$ cat config.mk
export PLATFORM = sky130hd
export DESIGN_NAME = moving_average_filter
export DESIGN_NICKNAME = d
export VERILOG_FILES = /design/src/design/mavg_pkg.sv /design/src/design/mavg_ram.sv /design/src/design/mavg_div.sv /design/src/design/moving_average_filter.sv
export SDC_FILE = /design/constraint.sdc
export NUM_CORES = 2
export LEC_CHECK = 0
export ABC_AREA = 1
export BUFFER_PORTS_ARGS = -buffer_cell sky130_fd_sc_hd__buf_2
export CAP_MARGIN = 20
export CORE_ASPECT_RATIO = 1.4
export CORE_MARGIN = 2
export CORE_UTILIZATION = 56
export DETAILED_ROUTE_END_ITERATION = 7
export PLACE_DENSITY = 0.7
export SLEW_MARGIN = 20
export SYNTH_ARGS = -nofsm -noshare
export SYNTH_HDL_FRONTEND = slang
export SYNTH_SLANG_ARGS = --single-unit
$ cat constraint.sdc
create_clock -name clock -period 6.4 [get_ports clock]
set_input_delay 0.32 -clock clock [delete_from_list [all_inputs] [get_ports clock]]
set_output_delay 0.32 -clock clock [all_outputs]
set_load 0.01 [all_outputs]
$ cat src/design/mavg_pkg.sv
// mavg_pkg: shared types and fixed constants of the moving average filter
// no dependencies; imported by moving_average_filter, mavg_checker and the bench
`timescale 1ns / 1ps
`default_nettype none

package mavg_pkg;

   localparam int DATA_W       = 16;  // sample and average width
   localparam int WIN_W        = 7;   // window size register width
   localparam int RESET_WINDOW = 16;  // window size after reset

   typedef enum logic [1:0] {
      CMD_SAMPLE = 2'd0,
      CMD_FILL   = 2'd1,
      CMD_READ   = 2'd2
   } cmd_type;

   typedef enum logic [2:0] {
      ST_IDLE,
      ST_UPD,
      ST_DIV,
      ST_FILL,
      ST_SUM,
      ST_DONE
   } state_type;

endpackage

`default_nettype wire

$ cat src/design/mavg_ram.sv
// mavg_ram: generic single write port, single read port ram, registered read
// no dependencies
`timescale 1ns / 1ps
`default_nettype none

module mavg_ram #(
   parameter int WIDTH = 16,
   parameter int DEPTH = 64
) (
   input  wire logic                                   clock,
   input  wire logic                                   wr_en,
   input  wire logic [(DEPTH > 1 ? $clog2(DEPTH) : 1)-1:0] wr_addr,
   input  wire logic [WIDTH-1:0]                       wr_data,
   input  wire logic                                   rd_en,
   input  wire logic [(DEPTH > 1 ? $clog2(DEPTH) : 1)-1:0] rd_addr,
   output      logic [WIDTH-1:0]                       rd_data
);

   logic [WIDTH-1:0] mem [DEPTH];

   always_ff @(posedge clock) begin
      if (wr_en) begin
         mem[wr_addr] <= wr_data;
      end
      if (rd_en) begin
         rd_data <= mem[rd_addr];
      end
   end

endmodule

`default_nettype wire

$ cat src/design/mavg_div.sv
// mavg_div: restoring divider, one quotient bit per cycle
// depends on nothing but its parameters; used by the filter top level
`timescale 1ns / 1ps
`default_nettype none

module mavg_div #(
   parameter int NUM_W = 22,
   parameter int DEN_W = 7
) (
   input  wire logic             clock,
   input  wire logic             reset,
   input  wire logic             start,
   input  wire logic [NUM_W-1:0] numer,
   input  wire logic [DEN_W-1:0] denom,
   output      logic             done,
   output      logic [NUM_W-1:0] quotient
);

   localparam int STEP_W = (NUM_W > 1) ? $clog2(NUM_W) : 1;

   logic              busy_ff, busy_in;
   logic              done_ff, done_in;
   logic [STEP_W-1:0] step_ff, step_in;
   logic [DEN_W-1:0]  rem_ff, rem_in;
   logic [DEN_W-1:0]  den_ff, den_in;
   logic [NUM_W-1:0]  quo_ff, quo_in;
   logic [DEN_W:0]    shifted;
   logic [DEN_W:0]    diff;
   logic              fits;
   logic              last;

   assign shifted = {rem_ff, quo_ff[NUM_W-1]};
   assign diff    = shifted - {1'b0, den_ff};
   assign fits    = shifted >= {1'b0, den_ff};
   assign last    = step_ff == STEP_W'(NUM_W - 1);

   always_comb begin
      busy_in = busy_ff;
      done_in = 1'b0;
      step_in = step_ff;
      rem_in  = rem_ff;
      den_in  = den_ff;
      quo_in  = quo_ff;
      if (start) begin
         busy_in = 1'b1;
         step_in = '0;
         rem_in  = '0;
         den_in  = denom;
         quo_in  = numer;
      end else if (busy_ff) begin
         rem_in  = fits ? diff[DEN_W-1:0] : shifted[DEN_W-1:0];
         if (NUM_W > 1) begin
            quo_in = {quo_ff[NUM_W-2:0], fits};
         end else begin
            quo_in = NUM_W'(fits);
         end
         step_in = step_ff + STEP_W'(1);
         if (last) begin
            busy_in = 1'b0;
            done_in = 1'b1;
         end
      end
   end

   always_ff @(posedge clock) begin
      if (reset) begin
         busy_ff <= 1'b0;
         done_ff <= 1'b0;
      end else begin
         busy_ff <= busy_in;
         done_ff <= done_in;
      end
   end

   always_ff @(posedge clock) begin
      step_ff <= step_in;
      rem_ff  <= rem_in;
      den_ff  <= den_in;
      quo_ff  <= quo_in;
   end

   assign done     = done_ff;
   assign quotient = quo_ff;

endmodule

`default_nettype wire

$ cat src/design/moving_average_filter.sv
// moving_average_filter: boxcar moving average over a ring of samples in ram
// depends on mavg_pkg, mavg_ram and mavg_div
`timescale 1ns / 1ps
`default_nettype none

//  channel | ports                          | direction | transfer when
//  --------+--------------------------------+-----------+----------------------
//  req     | req_command, req_sample_value  | in        | req_valid & req_ready
//  rsp     | rsp_average                    | out       | rsp_valid & rsp_ready
//  csr     | csr_wdata (window size)        | in        | csr_we
//
//  sample command: ram read at the transfer edge, sum update and write back in
//    ST_UPD, then the serial divider in ST_DIV, then ST_DONE loads the output
//    register and raises rsp_valid once the rsp slot is free
//  fill command: one ram write per entry below the window; read goes to ST_DONE
//  req_ready returns as the result is loaded, unless csr_we is high
//  a csr write starts a resum pass, req_ready low until it ends
//  reset clears per-entry valid bits at once, so there is no clearing pass
//  a new request is taken while the previous result still waits on rsp

module moving_average_filter #(
   parameter int MAX_WINDOW = 64
) (
   input  wire logic                          clock,
   input  wire logic                          reset,
   input  wire logic                          req_valid,
   output      logic                          req_ready,
   input  wire logic [1:0]                    req_command,
   input  wire logic [mavg_pkg::DATA_W-1:0]   req_sample_value,
   output      logic                          rsp_valid,
   input  wire logic                          rsp_ready,
   output      logic [mavg_pkg::DATA_W-1:0]   rsp_average,
   input  wire logic                          csr_we,
   input  wire logic [mavg_pkg::WIN_W-1:0]    csr_wdata
);

   import mavg_pkg::*;

   // ring index width and running sum width follow the store depth
   localparam int IDX_W = (MAX_WINDOW > 1) ? $clog2(MAX_WINDOW) : 1;
   localparam int SUM_W = DATA_W + $clog2(MAX_WINDOW);
   localparam int PTR_W = (IDX_W > WIN_W) ? IDX_W + 1 : WIN_W + 1;
   localparam int PROD_W = DATA_W + WIN_W;
   // largest window the 7-bit register can select with this depth
   localparam logic [WIN_W-1:0] WIN_CAP =
      WIN_W'((MAX_WINDOW > (2 ** WIN_W - 1)) ? (2 ** WIN_W - 1) : MAX_WINDOW);
   localparam logic [WIN_W-1:0] WIN_RST =
      WIN_W'((RESET_WINDOW > MAX_WINDOW) ? MAX_WINDOW : RESET_WINDOW);

   // control state
   state_type              state_ff, state_in;
   logic [WIN_W-1:0]       window_ff, window_in;
   logic [IDX_W-1:0]       wp_ff, wp_in;
   logic [SUM_W-1:0]       sum_ff, sum_in;
   logic [DATA_W-1:0]      avg_ff, avg_in;
   logic [WIN_W-1:0]       cnt_ff, cnt_in;
   logic                   pend_ff, pend_in;
   logic                   rd_vld_ff, rd_vld_in;
   logic [MAX_WINDOW-1:0]  vld_ff, vld_in;
   logic                   rsp_valid_ff, rsp_valid_in;
   // payload
   logic [DATA_W-1:0]      val_ff, val_in;
   logic [DATA_W-1:0]      rsp_avg_ff, rsp_avg_in;

   // ram ports
   logic                   rd_en;
   logic [IDX_W-1:0]       rd_addr;
   logic [DATA_W-1:0]      rd_data;
   logic                   wr_en;
   logic [IDX_W-1:0]       wr_addr;
   logic [DATA_W-1:0]      wr_data;

   // divider
   logic                   div_start;
   logic                   div_done;
   logic [SUM_W-1:0]       div_quo;

   logic                   req_fire;
   logic                   slot_free;
   logic [DATA_W-1:0]      mem_q;
   logic [WIN_W-1:0]       win_clamped;
   logic [PROD_W-1:0]      fill_prod;
   logic [PTR_W-1:0]       wp_inc;
   logic [IDX_W-1:0]       wp_next;
   logic                   fill_last;
   logic                   sweep_more;

   assign req_ready = (state_ff == ST_IDLE) && !csr_we;
   assign req_fire  = req_valid && req_ready;
   assign slot_free = !rsp_valid_ff || rsp_ready;

   // entries never written since reset read as zero
   assign mem_q = rd_vld_ff ? rd_data : '0;

   // zero selects one sample, anything beyond the store saturates
   always_comb begin
      win_clamped = csr_wdata;
      if (csr_wdata == '0) begin
         win_clamped = WIN_W'(1);
      end else if (csr_wdata > WIN_CAP) begin
         win_clamped = WIN_CAP;
      end
   end

   assign fill_prod = PROD_W'(req_sample_value) * PROD_W'(window_ff);

   // pointer wraps at the window size
   assign wp_inc  = PTR_W'(wp_ff) + PTR_W'(1);
   assign wp_next = (wp_inc >= PTR_W'(window_ff)) ? '0 : IDX_W'(wp_inc);

   assign fill_last  = cnt_ff == (window_ff - WIN_W'(1));
   assign sweep_more = cnt_ff < window_ff;

   // next state
   always_comb begin
      state_in = state_ff;
      unique case (state_ff)
         ST_IDLE: begin
            if (req_fire) begin
               unique case (cmd_type'(req_command))
                  CMD_SAMPLE: state_in = ST_UPD;
                  CMD_FILL:   state_in = ST_FILL;
                  default:    state_in = ST_DONE;
               endcase
            end
         end
         ST_UPD:  state_in = ST_DIV;
         ST_DIV: begin
            if (div_done) begin
               state_in = ST_DONE;
            end
         end
         ST_FILL: begin
            if (fill_last) begin
               state_in = ST_DONE;
            end
         end
         ST_SUM: begin
            if (!sweep_more && !pend_ff) begin
               state_in = ST_IDLE;
            end
         end
         ST_DONE: begin
            if (slot_free) begin
               state_in = ST_IDLE;
            end
         end
         default: state_in = ST_IDLE;
      endcase
      // a window write always restarts the resum pass
      if (csr_we) begin
         state_in = ST_SUM;
      end
   end

   // datapath and ram control
   always_comb begin
      window_in    = window_ff;
      wp_in        = wp_ff;
      sum_in       = sum_ff;
      avg_in       = avg_ff;
      cnt_in       = cnt_ff;
      pend_in      = 1'b0;
      vld_in       = vld_ff;
      val_in       = val_ff;
      rsp_valid_in = rsp_valid_ff && !rsp_ready;
      rsp_avg_in   = rsp_avg_ff;
      rd_en        = 1'b0;
      rd_addr      = wp_ff;
      wr_en        = 1'b0;
      wr_addr      = wp_ff;
      wr_data      = val_ff;
      div_start    = 1'b0;

      unique case (state_ff)
         ST_IDLE: begin
            if (req_fire) begin
               val_in = req_sample_value;
               cnt_in = '0;
               unique case (cmd_type'(req_command))
                  CMD_SAMPLE: begin
                     // fetch the oldest sample, replaced next cycle
                     rd_en   = 1'b1;
                     rd_addr = wp_ff;
                  end
                  CMD_FILL: begin
                     sum_in = SUM_W'(fill_prod);
                     avg_in = req_sample_value;
                  end
                  default: ;
               endcase
            end
         end
         ST_UPD: begin
            sum_in    = sum_ff - SUM_W'(mem_q) + SUM_W'(val_ff);
            wr_en     = 1'b1;
            wr_addr   = wp_ff;
            wr_data   = val_ff;
            wp_in     = wp_next;
            div_start = 1'b1;
         end
         ST_DIV: begin
            if (div_done) begin
               avg_in = div_quo[DATA_W-1:0];
            end
         end
         ST_FILL: begin
            // one entry per cycle, below the window only
            wr_en   = 1'b1;
            wr_addr = IDX_W'(cnt_ff);
            wr_data = val_ff;
            cnt_in  = cnt_ff + WIN_W'(1);
         end
         ST_SUM: begin
            // read one entry per cycle, add it as the data comes back
            if (sweep_more) begin
               rd_en   = 1'b1;
               rd_addr = IDX_W'(cnt_ff);
               cnt_in  = cnt_ff + WIN_W'(1);
               pend_in = 1'b1;
            end
            if (pend_ff) begin
               sum_in = sum_ff + SUM_W'(mem_q);
            end
         end
         ST_DONE: begin
            if (slot_free) begin
               rsp_valid_in = 1'b1;
               rsp_avg_in   = avg_ff;
            end
         end
         default: ;
      endcase

      if (wr_en) begin
         vld_in[wr_addr] = 1'b1;
      end

      if (csr_we) begin
         window_in = win_clamped;
         wp_in     = '0;
         sum_in    = '0;
         cnt_in    = '0;
         pend_in   = 1'b0;
      end
   end

   // valid bit travels with the registered ram read
   assign rd_vld_in = rd_en ? vld_ff[rd_addr] : rd_vld_ff;

   always_ff @(posedge clock) begin
      if (reset) begin
         state_ff     <= ST_IDLE;
         window_ff    <= WIN_RST;
         wp_ff        <= '0;
         sum_ff       <= '0;
         avg_ff       <= '0;
         cnt_ff       <= '0;
         pend_ff      <= 1'b0;
         rd_vld_ff    <= 1'b0;
         vld_ff       <= '0;
         rsp_valid_ff <= 1'b0;
      end else begin
         state_ff     <= state_in;
         window_ff    <= window_in;
         wp_ff        <= wp_in;
         sum_ff       <= sum_in;
         avg_ff       <= avg_in;
         cnt_ff       <= cnt_in;
         pend_ff      <= pend_in;
         rd_vld_ff    <= rd_vld_in;
         vld_ff       <= vld_in;
         rsp_valid_ff <= rsp_valid_in;
      end
   end

   always_ff @(posedge clock) begin
      val_ff     <= val_in;
      rsp_avg_ff <= rsp_avg_in;
   end

   mavg_ram #(
      .WIDTH (DATA_W),
      .DEPTH (MAX_WINDOW)
   ) u_ring (
      .clock   (clock),
      .wr_en   (wr_en),
      .wr_addr (wr_addr),
      .wr_data (wr_data),
      .rd_en   (rd_en),
      .rd_addr (rd_addr),
      .rd_data (rd_data)
   );

   mavg_div #(
      .NUM_W (SUM_W),
      .DEN_W (WIN_W)
   ) u_div (
      .clock    (clock),
      .reset    (reset),
      .start    (div_start),
      .numer    (sum_in),
      .denom    (window_ff),
      .done     (div_done),
      .quotient (div_quo)
   );

   assign rsp_valid   = rsp_valid_ff;
   assign rsp_average = rsp_avg_ff;

endmodule

`default_nettype wire

==> results.yml <==
outcome:
  status: "completed"
drt:
  drc: 0
  ant_nets: 0
  wl_mm: 160
  drt-initial-drc-count: 3981
  firstDrtPassIters: 6
  via_count: 40300
  wire_per_inst_um: 23.4
  viasPerCell: 5.91
synth:
  muxShareOfSynthArea_pct: 0
  synthAdderAreaFrac_pct: 5.64
  netlist.area_leader.share_pct: 57.5
  synth_top_family_by_area: "compound AO/OA/AOI/OAI gates"
  seq_area_frac_synth_pct: 62.4
  synth_seq_cells: 1243
  synth_compound_gate_area_share_pct: 13.4
  yosysUniqueCellTypes: 54
  synth_top_area_cell: "edfxtp_1"
  synthSimpleGateAreaFrac_pct: 11.8
  synth-edff-count: 1101
  synth_xor_xnor_area_share_pct: 0.624
  syn_avg_cell_area_um2: 10.8
  netlist_area_um2: 57500
  synth_area_leaders: "edfxtp_1, dfxtp_1, nand2_1, o21ai_0, inv_1"
  synth.net_count: 5576
  ys.flop_type: "edfxtp_1"
  async_reset_ff_share_pct: 0
  synth_warnings: 0
  synthCells: 5338
sta:
  tns_ps: 0
  period_share_pct: 87.8
  fmax_mhz: 178
  tightest_slew_ps: 944
  rsz0062_at_grt: "no"
  finalSetupViolations: 0
  finalHoldViolations: 0
  whs_ps: 43.0
  skew_ps: 31.0
  slew_headroom_pct: 36.9
  min_period_ps: 5620
  final-max-slew-violation-count: 0
cts:
  cts_buffers: 114
  cts_resized: 0
  cts-root-buf: "clkbuf_16"
  worstSkewPairLatency_ps: 750
  cts_sinks: 1243
  clk_path_buf_depth: 3
  clk_pin_slew_worst_paths_ps: 80
  h-tree-depth: 3
  cts_tree: "done"
power_and_ir_drop:
  power.share.sequential_pct: 46.5
  p_leak_uw: 0.0239
  power.share.switching_pct: 28.4
  power.switching_uw: 5530
  ir_drop_uv: 264
  pwr-share-clk_pct: 36.4
  internal_power_uw: 13900
  p_per_area_nw_per_um2: 305
  p_comb_share_pct: 17.1
critical_path:
  end_kind: "register"
  worstPathRequired_ps: 6890
  rrSetupSlack_ps: 780
  timing.rr.end: "u_div.quotient[20]$_DFFE_PP_"
  setup.worst_path.class: "register to register"
  reg2reg_depth: 20
  start_kind: "register"
  worstPathMaxFanout: 19
  cp.arrival_ps: 6110
  r2r-start: "window_ff[3]$_SDFFE_PP0P_"
global_routing:
  grt.met2_usage_pct: 52.6
  grt_use_met1_pct: 36.8
  grt_max_degree: 157
  overflow: 0
  top_usage_layer: "met2"
  grt_antenna_before_repair: 3
  first_global_vias: 39400
  grt_use_total_pct: 30.5
  gr-usage-met3_pct: 3.82
  grt_first_pass_wirelength_mm: 240
floorplan:
  coreArea_um2: 102000
  die_y_um: 383
  die_area_um2: 105000
  rows: 139
  io_pins: 48
  start_util_pct: 56.3
  die_x_um: 275
min_path:
  min_to: "window_ff[4]$_SDFFE_PP1P_"
  hold_depth: 3
  hold_class: "primary input to register"
  min_from: "csr_wdata[4]"
placement:
  hpwl_mm: 101
  portBuffers: 47
  gp_congestion: 0.968
cells_and_area:
  drive_above_1_share_pct: 7.87
  multi_input_area_um2: 18200
  syn2layout_area_growth_pct: 11.0
  nets: 5619
  finish.utilization_pct: 62.4
  nFillCells: 8082
  regArea_um2: 35900
job:
  max-cap-violations: 0
[power by group through the flow]
stage,clock network [µW],logic [µW],registers [µW]
detailed placement,0,3260,9220
CTS,7150,3290,9050
global route,7450,3610,9060
floorplan,0,2050,9230
finish,7090,3320,9050
global placement,0,3230,9220
[state kept, by name, indices dropped and copies added (netlist names), 6 cells and up]
signal and cells:
u_ring.mem 1024, cnt_ff 7, wp_ff 6, window_ff 7
val_ff 16, u_div.quotient 22, vld_ff 64, sum_ff 22
u_ring.rd_data 16, u_div.rem_ff 7, rsp_average 16, u_div.den_ff 7
avg_ff 16
[worst max path at each step]
| stage | start | to | slack [ps] |
|---|---|---|---|
| after floorplan | window_ff[4]$_SDFFE_PP1P_ | u_div.quotient[19]$_DFFE_PP_ | 1510 |
| after global placement | window_ff[3]$_SDFFE_PP0P_ | u_div.quotient[20]$_DFFE_PP_ | 1000 |
| after detailed placement | window_ff[3]$_SDFFE_PP0P_ | u_div.quotient[20]$_DFFE_PP_ | 900 |
| after CTS | window_ff[3]$_SDFFE_PP0P_ | u_div.quotient[20]$_DFFE_PP_ | 870 |
| after global routing | window_ff[3]$_SDFFE_PP0P_ | u_div.quotient[20]$_DFFE_PP_ | 660 |
| final | window_ff[3]$_SDFFE_PP0P_ | u_div.quotient[20]$_DFFE_PP_ | 780 |
[metrics by stage]
| step | cells | instance area [µm²] | worst slack [ps] | total power [µW] |
|---|---|---|---|---|
| after floorplan | 5338 | 57500 | 1510 | 11300 |
| after global placement | 6579 | 59700 | 1000 | 12400 |
| after detailed placement | 6579 | 59700 | 905 | 12500 |
| after CTS | 6818 | 63800 | 869 | 19500 |
| after global routing | 6818 | 63900 | 662 | 20100 |
| final | 6819 | 63900 | 783 | 19500 |
[logic make-up after synthesis]
| family | Yosys count |
|---|---|
| flip-flops | 1243 |
| AO/OA/AOI/OAI | 1304 |
| adder cells (fa/ha/maj) | 208 |
| AND/OR/NAND/NOR | 1640 |
| XOR/XNOR | 41 |
| buffers and inverters | 902 |
[layout by cell type, fill, tap and decap left out, drive strengths merged, types with 2 or more instances in the layout]
cell         count
edfxtp        1101
o21a             7
nand2          684
nand3b           2
a31oi            5
a21o             3
nand4           24
xor2            27
xnor2           14
inv            602
and2             2
dlygate4sd3     25
o2111ai          6
a211oi           9
clkinvlp         9
ha             122
o22ai            9
fa              86
dfxtp          142
buf            199
o31ai            5
or2             10
clkinv          52
clkbuf         142
o21ai          687
nor2           524
o21bai         150
nand3          366
a21oi          151
nor3b            2
bufinv          14
a221oi           2
o211ai         263
nor3            24
[cell type report]
type                       count  share of cell area, %
clock inverter                72                   1.33
multi-input combinational   3193                   28.5
tap                         1339                   2.62
sequential                  1243                   56.2
timing repair buffer         224                   2.92
inverter                     605                   3.56
antenna                        1                0.00392
clock buffer                 142                   4.82
[metal layers]
| metal | share of wire (%) | wire length, µm |
|---|---|---|
| met2 | 51 | 80800 |
| met5 | 0.021 | 33 |
| met4 | 6.0 | 9550 |
| met3 | 6.1 | 9820 |
| met1 | 37 | 59700 |
[timing repair]
| item | 4_1_cts | 5_1_grt |
|---|---|---|
| hold buffers | 25 | 0 |
| hold endpoints to repair | 23 | 0 |
| setup buffers | 0 | 0 |
[critical path, cell delays in order (launching register included)]
cell and delay, ps:
dfxtp_1 910, nand2_1 110, inv_1 100, fa_1 450
fa_1 510, fa_1 510, inv_1 60, fa_1 490
inv_1 50, ha_1 360, nand2_1 120, o21ai_0 260
a21oi_1 100, nand2_1 160, nand3b_1 120, nand3_1 90
nand2_1 40, o21ai_0 540, nand4_1 200, nand3_1 110
nand2_1 60
[synth_stat cells (2+ instances only)]
master / count
nand4_1: 24
o21ai_0: 449
and2_1: 2
nand2_2: 3
nand3_1: 365
buf_4: 3
inv_2: 22
clkbuf_1: 165
o21ai_1: 237
xnor2_1: 14
a21o_1: 3
o211ai_1: 263
fa_1: 86
o2111ai_1: 6
o22ai_1: 9
nand3b_1: 2
clkbuf_2: 8
nand2_1: 681
nor2_1: 518
nor3_1: 24
a21oi_1: 151
buf_2: 97
o21bai_1: 150
nor3b_1: 2
clkinv_1: 4
a221oi_1: 2
buf_1: 23
a211oi_1: 9
a31oi_1: 5
edfxtp_1: 1101
inv_1: 578
xor2_1: 27
nor2_2: 5
or2_2: 8
dfxtp_1: 142
o31ai_1: 5
ha_1: 122
o21a_1: 7
Note: power is estimated with default switching activity, not from simulation.
